### src/design/ctp_pkg.sv
// shared types and constants for the concentric circle test pattern pixel core
package ctp_pkg;

  localparam int unsigned COORD_BITS = 12;
  localparam int unsigned PAD_BITS   = 8;
  localparam int unsigned TIME_BITS  = 32;
  localparam int unsigned PIXEL_BITS = 32;
  localparam int unsigned APB_ADDR_BITS = 4;
  localparam int unsigned APB_DATA_BITS = 32;

  localparam logic [COORD_BITS-1:0] WIDTH_RESET   = COORD_BITS'(500);
  localparam logic [COORD_BITS-1:0] HEIGHT_RESET  = COORD_BITS'(550);
  localparam logic [PAD_BITS-1:0]   PADDING_RESET = PAD_BITS'(20);

  // shading constants
  localparam logic [31:0] SHADE_MULT       = 32'h0008_0401;
  localparam int unsigned COLOUR_BITS      = 24;
  localparam logic [7:0]  ALPHA_OPAQUE     = 8'hff;
  localparam logic [7:0]  ALPHA_CLEAR      = 8'h00;
  localparam int unsigned RADIUS_MARGIN    = 8;
  localparam int unsigned RING_WIDTH       = 32;
  localparam int unsigned R2_SHIFT         = 5;
  localparam int unsigned INNER_TIME_SHIFT = 6;
  localparam int unsigned RING_TIME_SHIFT  = 5;
  localparam int unsigned OUTER_TIME_SHIFT = 4;
  localparam int unsigned DIAG_HALF        = 6;

  typedef enum logic [1:0] {
    REG_FRAME_WIDTH    = 2'd0,
    REG_FRAME_HEIGHT   = 2'd1,
    REG_BORDER_PADDING = 2'd2
  } ctp_reg_e;

  typedef struct packed {
    logic [COORD_BITS-1:0] frame_width;
    logic [COORD_BITS-1:0] frame_height;
    logic [PAD_BITS-1:0]   border_padding;
  } ctp_cfg_t;

  typedef struct packed {
    logic [COORD_BITS-1:0] pixel_x;
    logic [COORD_BITS-1:0] pixel_y;
    logic [TIME_BITS-1:0]  anim_time;
  } ctp_pix_in_t;

  typedef struct packed {
    logic [PIXEL_BITS-1:0] pixel_value;
    logic                  pixel_written;
  } ctp_pix_out_t;

endpackage

### src/design/ctp_regs.sv
// apb configuration registers for frame size and border padding
module ctp_regs
  import ctp_pkg::*;
(
  input  logic                     clk_i,
  input  logic                     rst_ni,
  input  logic                     psel,
  input  logic                     penable,
  input  logic                     pwrite,
  input  logic [APB_ADDR_BITS-1:0] paddr,
  input  logic [APB_DATA_BITS-1:0] pwdata,
  output logic [APB_DATA_BITS-1:0] prdata,
  output logic                     pready,
  output ctp_cfg_t                 cfg_o
);

  ctp_cfg_t cfg_q, cfg_d;
  logic     wr_en;
  ctp_reg_e reg_sel;

  assign pready  = 1'b1;
  assign wr_en   = psel && penable && pwrite && pready;
  assign reg_sel = ctp_reg_e'(paddr[APB_ADDR_BITS-1:2]);

  always_comb begin
    cfg_d = cfg_q;
    if (wr_en) begin
      unique case (reg_sel)
        REG_FRAME_WIDTH:    cfg_d.frame_width    = pwdata[COORD_BITS-1:0];
        REG_FRAME_HEIGHT:   cfg_d.frame_height   = pwdata[COORD_BITS-1:0];
        REG_BORDER_PADDING: cfg_d.border_padding = pwdata[PAD_BITS-1:0];
        default:            cfg_d = cfg_q;
      endcase
    end
  end

  always_comb begin
    unique case (reg_sel)
      REG_FRAME_WIDTH:    prdata = APB_DATA_BITS'(cfg_q.frame_width);
      REG_FRAME_HEIGHT:   prdata = APB_DATA_BITS'(cfg_q.frame_height);
      REG_BORDER_PADDING: prdata = APB_DATA_BITS'(cfg_q.border_padding);
      default:            prdata = '0;
    endcase
  end

  always_ff @(posedge clk_i or negedge rst_ni) begin
    if (!rst_ni) begin
      cfg_q.frame_width    <= WIDTH_RESET;
      cfg_q.frame_height   <= HEIGHT_RESET;
      cfg_q.border_padding <= PADDING_RESET;
    end else begin
      cfg_q <= cfg_d;
    end
  end

  assign cfg_o = cfg_q;

endmodule

### src/design/circle_test_pattern_pixel_core.sv
// concentric circle test pattern: one xrgb pixel per position and time
//
//   port group   direction  handshake               payload
//   in_*         input      in_valid_i / in_stall_o    ctp_pix_in_t
//   out_*        output     out_valid_o / out_stall_i  ctp_pix_out_t
//   apb          input      psel, penable / pready     3 registers
//
// one pixel per clock cycle sustained while no held result is refused; the result
// passes through the five pipeline stages (bounds, offsets, squares, band select,
// colour multiply), the first of which loads on the transfer edge itself and the
// last of which is the output register.
// reset clears all stage valid bits and loads width 500, height 550, padding 20.
// a stall on a held output result freezes the whole pipeline and stalls the input
// in the same cycle, so no pixel is dropped or repeated.
module circle_test_pattern_pixel_core
  import ctp_pkg::*;
(
  input  logic                     clk_i,
  input  logic                     rst_ni,
  input  logic                     in_valid_i,
  output logic                     in_stall_o,
  input  ctp_pix_in_t              in_data_i,
  output logic                     out_valid_o,
  input  logic                     out_stall_i,
  output ctp_pix_out_t             out_data_o,
  input  logic                     psel,
  input  logic                     penable,
  input  logic                     pwrite,
  input  logic [APB_ADDR_BITS-1:0] paddr,
  input  logic [APB_DATA_BITS-1:0] pwdata,
  output logic [APB_DATA_BITS-1:0] prdata,
  output logic                     pready
);

  localparam int unsigned SW = COORD_BITS + 2;  // signed frame arithmetic
  localparam int unsigned DW = COORD_BITS + 3;  // signed offsets from the centre
  localparam int unsigned SQ = 2 * DW;          // full square width
  localparam int unsigned D2 = 2 * COORD_BITS + 1;  // offset square kept
  localparam int unsigned R2 = D2 + 1;          // squared distance
  localparam int unsigned RQ = 2 * COORD_BITS;  // squared radius kept
  localparam logic signed [SW-1:0] DiagLim   = SW'(DIAG_HALF);
  localparam logic signed [SW-1:0] MarginVal = SW'(RADIUS_MARGIN);
  localparam logic signed [SW-1:0] RingVal   = SW'(RING_WIDTH);

  ctp_cfg_t cfg;

  ctp_regs u_regs (
    .clk_i   (clk_i),
    .rst_ni  (rst_ni),
    .psel    (psel),
    .penable (penable),
    .pwrite  (pwrite),
    .paddr   (paddr),
    .pwdata  (pwdata),
    .prdata  (prdata),
    .pready  (pready),
    .cfg_o   (cfg)
  );

  logic advance;

  // stage valid bits
  logic a_valid_q, b_valid_q, c_valid_q, d_valid_q, out_valid_q;

  // stage a: bounds, centre, diagonals
  logic [COORD_BITS-1:0] a_x_q, a_y_q;
  logic [TIME_BITS-1:0]  a_t_q;
  logic signed [SW-1:0]  a_halfw_q, a_halfh_q;
  logic                  a_inside_q, a_diag_q;
  logic signed [SW-1:0]  a_halfw_d, a_halfh_d;
  logic                  a_inside_d, a_diag_d;
  logic signed [SW-1:0]  xs, ys, ws, hs, ps, dw, dh, wlim, hlim, dxy, sxy;

  always_comb begin
    xs   = $signed(SW'(in_data_i.pixel_x));
    ys   = $signed(SW'(in_data_i.pixel_y));
    ws   = $signed(SW'(cfg.frame_width));
    hs   = $signed(SW'(cfg.frame_height));
    ps   = $signed(SW'(cfg.border_padding));
    wlim = ws - ps;
    hlim = hs - ps;
    dw   = ws - (ps <<< 1);
    dh   = hs - (ps <<< 1);
    // halving truncates toward zero
    a_halfw_d  = ps + ((dw + $signed(SW'(dw[SW-1]))) >>> 1);
    a_halfh_d  = ps + ((dh + $signed(SW'(dh[SW-1]))) >>> 1);
    a_inside_d = (xs >= ps) && (xs < wlim) && (ys >= ps) && (ys < hlim);
    dxy        = xs - ys;
    sxy        = xs + ys - hs;
    a_diag_d   = ((dxy >= -DiagLim) && (dxy <= DiagLim)) ||
                 ((sxy >= -DiagLim) && (sxy <= DiagLim));
  end

  // stage b: offsets and radius bases
  logic [COORD_BITS-1:0] b_x_q, b_y_q;
  logic [TIME_BITS-1:0]  b_t_q;
  logic signed [DW-1:0]  b_dx_q, b_dy_q;
  logic signed [SW-1:0]  b_ob_q, b_ib_q;
  logic                  b_inside_q, b_diag_q;
  logic signed [DW-1:0]  b_dx_d, b_dy_d;
  logic signed [SW-1:0]  b_ob_d, b_ib_d, rmin;

  always_comb begin
    b_dx_d = $signed(DW'(a_x_q)) - $signed({a_halfw_q[SW-1], a_halfw_q});
    b_dy_d = $signed(DW'(a_y_q)) - $signed({a_halfh_q[SW-1], a_halfh_q});
    rmin   = (a_halfw_q < a_halfh_q) ? a_halfw_q : a_halfh_q;
    b_ob_d = rmin - MarginVal;
    b_ib_d = b_ob_d - RingVal;
  end

  // stage c: squares
  logic [COORD_BITS-1:0] c_x_q, c_y_q;
  logic [TIME_BITS-1:0]  c_t_q;
  logic [D2-1:0]         c_dx2_q, c_dy2_q;
  logic [RQ-1:0]         c_orad2_q, c_irad2_q;
  logic                  c_inside_q, c_diag_q;
  logic signed [SQ-1:0]  dx2_full, dy2_full;
  logic signed [2*SW-1:0] ob2_full, ib2_full;

  always_comb begin
    dx2_full = b_dx_q * b_dx_q;
    dy2_full = b_dy_q * b_dy_q;
    ob2_full = b_ob_q * b_ob_q;
    ib2_full = b_ib_q * b_ib_q;
  end

  // stage d: band select and time scroll
  logic [COLOUR_BITS-1:0] d_shade_q;
  logic                   d_inside_q, d_diag_q;
  logic [COLOUR_BITS-1:0] d_shade_d;
  logic [R2-1:0]          r2;
  logic [TIME_BITS-1:0]   shade_full;

  always_comb begin
    r2 = R2'(c_dx2_q) + R2'(c_dy2_q);
    if (r2 < R2'(c_irad2_q)) begin
      shade_full = TIME_BITS'(r2 >> R2_SHIFT) + (c_t_q >> INNER_TIME_SHIFT);
    end else if (r2 < R2'(c_orad2_q)) begin
      shade_full = TIME_BITS'(c_y_q) + (c_t_q >> RING_TIME_SHIFT);
    end else begin
      shade_full = TIME_BITS'(c_x_q) + (c_t_q >> OUTER_TIME_SHIFT);
    end
    d_shade_d = shade_full[COLOUR_BITS-1:0];
  end

  // stage e: colour multiply into the output register
  ctp_pix_out_t out_q, out_d;
  logic [COLOUR_BITS-1:0] colour;

  always_comb begin
    colour = COLOUR_BITS'(d_shade_q * SHADE_MULT[COLOUR_BITS-1:0]);
    out_d.pixel_written = d_inside_q;
    if (d_inside_q) begin
      out_d.pixel_value = {(d_diag_q ? ALPHA_CLEAR : ALPHA_OPAQUE), colour};
    end else begin
      out_d.pixel_value = '0;
    end
  end

  // the whole pipeline moves together unless the held result is refused
  assign advance    = !out_valid_q || !out_stall_i;
  assign in_stall_o = !advance;

  always_ff @(posedge clk_i or negedge rst_ni) begin
    if (!rst_ni) begin
      a_valid_q   <= 1'b0;
      b_valid_q   <= 1'b0;
      c_valid_q   <= 1'b0;
      d_valid_q   <= 1'b0;
      out_valid_q <= 1'b0;
    end else if (advance) begin
      a_valid_q   <= in_valid_i;
      b_valid_q   <= a_valid_q;
      c_valid_q   <= b_valid_q;
      d_valid_q   <= c_valid_q;
      out_valid_q <= d_valid_q;
    end
  end

  always_ff @(posedge clk_i) begin
    if (advance) begin
      a_x_q      <= in_data_i.pixel_x;
      a_y_q      <= in_data_i.pixel_y;
      a_t_q      <= in_data_i.anim_time;
      a_halfw_q  <= a_halfw_d;
      a_halfh_q  <= a_halfh_d;
      a_inside_q <= a_inside_d;
      a_diag_q   <= a_diag_d;

      b_x_q      <= a_x_q;
      b_y_q      <= a_y_q;
      b_t_q      <= a_t_q;
      b_dx_q     <= b_dx_d;
      b_dy_q     <= b_dy_d;
      b_ob_q     <= b_ob_d;
      b_ib_q     <= b_ib_d;
      b_inside_q <= a_inside_q;
      b_diag_q   <= a_diag_q;

      c_x_q      <= b_x_q;
      c_y_q      <= b_y_q;
      c_t_q      <= b_t_q;
      c_dx2_q    <= dx2_full[D2-1:0];
      c_dy2_q    <= dy2_full[D2-1:0];
      c_orad2_q  <= ob2_full[RQ-1:0];
      c_irad2_q  <= ib2_full[RQ-1:0];
      c_inside_q <= b_inside_q;
      c_diag_q   <= b_diag_q;

      d_shade_q  <= d_shade_d;
      d_inside_q <= c_inside_q;
      d_diag_q   <= c_diag_q;

      out_q      <= out_d;
    end
  end

  assign out_valid_o = out_valid_q;
  assign out_data_o  = out_q;

endmodule

### config.mk
export PLATFORM = sky130hd
export DESIGN_NAME = circle_test_pattern_pixel_core
export DESIGN_NICKNAME = d
export VERILOG_FILES = /design/src/design/ctp_pkg.sv /design/src/design/ctp_regs.sv /design/src/design/circle_test_pattern_pixel_core.sv
export SDC_FILE = /design/constraint.sdc
export NUM_CORES = 2
export LEC_CHECK = 0
export BUFFER_PORTS_ARGS = -buffer_cell sky130_fd_sc_hd__buf_2
export CAP_MARGIN = 15
export CORE_MARGIN = 8
export CORE_UTILIZATION = 55
export DETAILED_ROUTE_END_ITERATION = 10
export PLACE_DENSITY = 0.81
export SYNTH_ARGS = -nofsm -noshare
export SYNTH_HDL_FRONTEND = slang
export SYNTH_HIERARCHICAL = 1
export SYNTH_SLANG_ARGS = --single-unit
### constraint.sdc
create_clock -name clk_i -period 18.1 [get_ports clk_i]
set_input_delay 0.905 -clock clk_i [delete_from_list [all_inputs] [get_ports clk_i]]
set_output_delay 0.905 -clock clk_i [all_outputs]
set_load 0.02 [all_outputs]
==> out/qor.tcl <==
set qor(status) {finished clean}
set qor(synth_flop_cell) {sky130_fd_sc_hd__edfxtp_1}
set qor(layout.cells.most_common) {sky130_fd_sc_hd__inv_1}
set qor(cts-buffers-inserted) 43
set qor(cts_repair_resize_count) 0
set qor(h_tree_depth_reported_by_cts) 2
set qor(hpwlAfterDp_um) 92500
set qor(cts_hold_buf) 0
set qor(synth_enable_flop_cells) 379
set qor(mostFrequentLayoutCells) {sky130_fd_sc_hd__inv_1, sky130_fd_sc_hd__fa_1, sky130_fd_sc_hd__ha_1}
set qor(gp_congestion) 0.952
set qor(fin_worst_skew_ns) 0.0304
set qor(yosysWarningCount) 6
set qor(setup_total_negative_slack_ns) 0
set qor(path_max_fanout) 13
set qor(final_period_minus_worst_setup_slack_ns) 7.30
set qor(antenna_violating_nets_left) 0
set qor(design.die.area_um2) 100000
set qor(row_count) 110
set qor(yosys.area.top_type) {sky130_fd_sc_hd__fa_1}
set qor(dr_total_vias) 33900
set qor(post_cts_buffers) 0
set qor(timing.max_cap.violations) 0
set qor(post_syn_instances) 4888
set qor(maxSlewViolCount) 0
set qor(synth_seq_cells) 416
set qor(cts_sinks) 416
set qor(hold_violation_count_in_the_final_report) 0
set qor(firstDrtPassIters) 6
set qor(synth_area_um2) 49800
set qor(grt_first_pass_wirelength_um) 183000
set qor(grt_setup_unrepaired) {false}
set qor(final-setup-viol-count) 0
set qor(routed_wire_length_per_instance_um) 18.5
set qor(final_util_pct) 58.9
set qor(final_area_um2) 52900
set qor(grt_max_degree) 94
set qor(start_kind) {flip-flop}
set qor(clk_pin_slew_worst_paths_ns) 0.08
set qor(library_cell_used_as_clock_root_buffer) {sky130_fd_sc_hd__clkbuf_16}
set qor(fp.dieH_um) 317
set qor(multiInputGateArea_um2) 32900
set qor(floorplan.initialDensity_pct) 55.4
set qor(synth.lib_cells_used.distinct) 85
set qor(grt-ovfl-total) 0
set qor(area_growth_syn_to_layout_pct) 6.22
set qor(synthesis.area_per_instance_um2) 10.2
set qor(count_of_input_and_output_buffers) 117
set qor(boundaryPins) 167
set qor(timing.max_slew.rel_slack_pct) 24.7
set qor(synth_area_leaders) {sky130_fd_sc_hd__fa_1, sky130_fd_sc_hd__edfxtp_1, sky130_fd_sc_hd__ha_1}
set qor(detailed_place.area_um2) 51500
set qor(number_of_antenna_violations_at_the_first_check_in_global_routing) 6
set qor(number_of_global_route_vias_before_repair) 36000
set qor(finalCritPeriodShare_pct) 40.3
set qor(storage_element_area_um2) 12300
set qor(worstMarginPinSlew_ns) 1.13
set qor(critPathKind) {flip-flop to flip-flop}
set qor(via_per_inst) 5.49
set qor(rr_worst_depth) 23
set qor(design.core.area_um2) 89900
set qor(finalNetCount) 6268
set qor(clock_tree.buffer_depth) 3
set qor(min-delay-path-class) {input pin to async pin}
set qor(tritoncts_clock_tree) {yes}
set qor(detailedRoute.firstIterationViolations) 2327
set qor(worstSetupEndpointType) {flip-flop}
set qor(synth_seq_area_share_pct) 24.7
set qor(num-fill-cells) 7133
set qor(worstSkewPairLatency_ns) 0.61
set qor(critical_path_arrival_ns) 7.66
set qor(drive_gt1_share_pct) 5.92
set qor(insertedDiodeCount) 0
set qor(remaining_drc_errors) 0
set qor(worst_ep_required_time_ns) 18.46
set qor(drt-total-wl_um) 114000
set qor(async_reset_ff_share_pct) 8.89
set qor(die_width_um) 317
set qor(fmaxAchievable_ghz) 0.137
set qor(grt_use_total_pct) 23.0
set qor(synth_top_cell_area_share_pct) 25.8
==> cells in the mapped netlist, types with 16 or more instances <==
cell,n
sky130_fd_sc_hd__nor3_1,66
sky130_fd_sc_hd__mux2_2,34
sky130_fd_sc_hd__a31oi_1,16
sky130_fd_sc_hd__xor2_1,97
sky130_fd_sc_hd__a21o_1,83
sky130_fd_sc_hd__nand2_1,292
sky130_fd_sc_hd__nor2_1,240
sky130_fd_sc_hd__nand3_1,47
sky130_fd_sc_hd__edfxtp_1,379
sky130_fd_sc_hd__and3_1,20
sky130_fd_sc_hd__o21bai_1,30
sky130_fd_sc_hd__nand2b_1,52
sky130_fd_sc_hd__xnor2_1,269
sky130_fd_sc_hd__and2_1,159
sky130_fd_sc_hd__a211oi_1,19
sky130_fd_sc_hd__mux2i_1,36
sky130_fd_sc_hd__a21oi_1,177
sky130_fd_sc_hd__o21ai_0,118
sky130_fd_sc_hd__clkbuf_1,74
sky130_fd_sc_hd__nand4_1,22
sky130_fd_sc_hd__o21a_1,43
sky130_fd_sc_hd__fa_1,643
sky130_fd_sc_hd__dfrtp_1,25
sky130_fd_sc_hd__nor2b_1,64
sky130_fd_sc_hd__inv_1,1084
sky130_fd_sc_hd__buf_4,30
sky130_fd_sc_hd__ha_1,557
==> kinds of logic after synthesis <==
logic type / share of synthesized area [%]
compound gates: 7.83
xor+xnor: 6.43
fa+ha+maj: 39.8
buf+inv: 9.34
flops: 24.7
mux: 1.82
other cells: 0.0151
simple gates: 10.0
==> registers in the layout (all words and copies together), names as in the netlist, 12 cells and up <==
| register | cells |
|---|---|
| a_y_q | 12 |
| a_t_q | 26 |
| c_orad2_q | 23 |
| c_dx2_q | 24 |
| c_dy2_q | 24 |
| c_t_q | 26 |
| a_halfw_q | 14 |
| d_shade_q | 24 |
| b_t_q | 26 |
| a_x_q | 12 |
| b_ob_q | 14 |
| b_dy_q | 15 |
| a_halfh_q | 14 |
| b_x_q | 12 |
| c_y_q | 12 |
| out_data_o | 26 |
| c_irad2_q | 19 |
| b_y_q | 12 |
| u_regs/cfg_o | 32 |
| b_dx_q | 15 |
| c_x_q | 12 |
==> routing by layer <==
metal | up-vias | routed length (µm) | GRT usage (%)
met3 | 290 | 8560 | 3.66
li1 | 15800 | - | -
met4 | 4 | 5110 | 9.68
met2 | 1209 | 54700 | 39.2
met5 | - | 27 | 0
met1 | 16700 | 45700 | 29.3
==> final timing paths <==
check | slack [ns] | start | end
worst max register to register | 10.80 | b_dx_q[3]$_DFFE_PN_ | c_dx2_q[23]$_DFFE_PN_
min in group clk_i | 0.41 | a_t_q[24]$_DFFE_PN_ | b_t_q[24]$_DFFE_PN_
worst min register to register | 0.41 | a_t_q[24]$_DFFE_PN_ | b_t_q[24]$_DFFE_PN_
worst max-delay path | 10.80 | b_dx_q[3]$_DFFE_PN_ | c_dx2_q[23]$_DFFE_PN_
worst min-delay path | 0.38 | rst_ni | d_valid_q$_DFFE_PN0N_
max in group asynchronous | 17.19 | rst_ni | u_regs/cfg_o[14]$_DFFE_PN0P_
==> cell type report <==
| class | instances | share of cell area, % |
|---|---|---|
| Clock inverter | 30 | 0.615 |
| Timing Repair Buffer | 133 | 1.33 |
| Sequential cell | 416 | 23.3 |
| Inverter | 1085 | 7.70 |
| Tap cell | 1176 | 2.78 |
| Clock buffer | 47 | 2.06 |
| Multi-Input combinational cell | 3290 | 62.2 |
==> per-stage QoR <==
step / setup slack (ns) / hold slack [ns] / cells
after global routing: 10.36 / 0.418 / 6177
final: 10.80 / 0.383 / 6177
after CTS: 10.90 / 0.380 / 6177
after floorplan: 6.73 / 0.400 / 4907
after global placement: 11.03 / 0.400 / 6100
after detailed placement: 10.95 / 0.405 / 6100
==> worst max-delay path: stages, from the launching register on <==
cell and delay, ns:
sky130_fd_sc_hd__edfxtp_1 0.82, sky130_fd_sc_hd__inv_1 0.33, sky130_fd_sc_hd__nor2_1 0.33, sky130_fd_sc_hd__fa_1 0.47
sky130_fd_sc_hd__inv_1 0.09, sky130_fd_sc_hd__fa_1 0.38, sky130_fd_sc_hd__inv_1 0.08, sky130_fd_sc_hd__fa_1 0.41
sky130_fd_sc_hd__inv_1 0.08, sky130_fd_sc_hd__fa_1 0.43, sky130_fd_sc_hd__fa_1 0.54, sky130_fd_sc_hd__inv_1 0.05
sky130_fd_sc_hd__fa_1 0.48, sky130_fd_sc_hd__ha_1 0.40, sky130_fd_sc_hd__nand3_1 0.10, sky130_fd_sc_hd__o21ai_0 0.31
sky130_fd_sc_hd__nor3_1 0.08, sky130_fd_sc_hd__o21ai_0 0.48, sky130_fd_sc_hd__a41oi_1 0.24, sky130_fd_sc_hd__o21ai_0 0.42
sky130_fd_sc_hd__a211oi_1 0.14, sky130_fd_sc_hd__o21bai_1 0.15, sky130_fd_sc_hd__a21oi_1 0.09, sky130_fd_sc_hd__xnor2_1 0.13
Power is not shown: default switching activity piles up to over one toggle a cycle in this logic, so the estimate is an artifact.
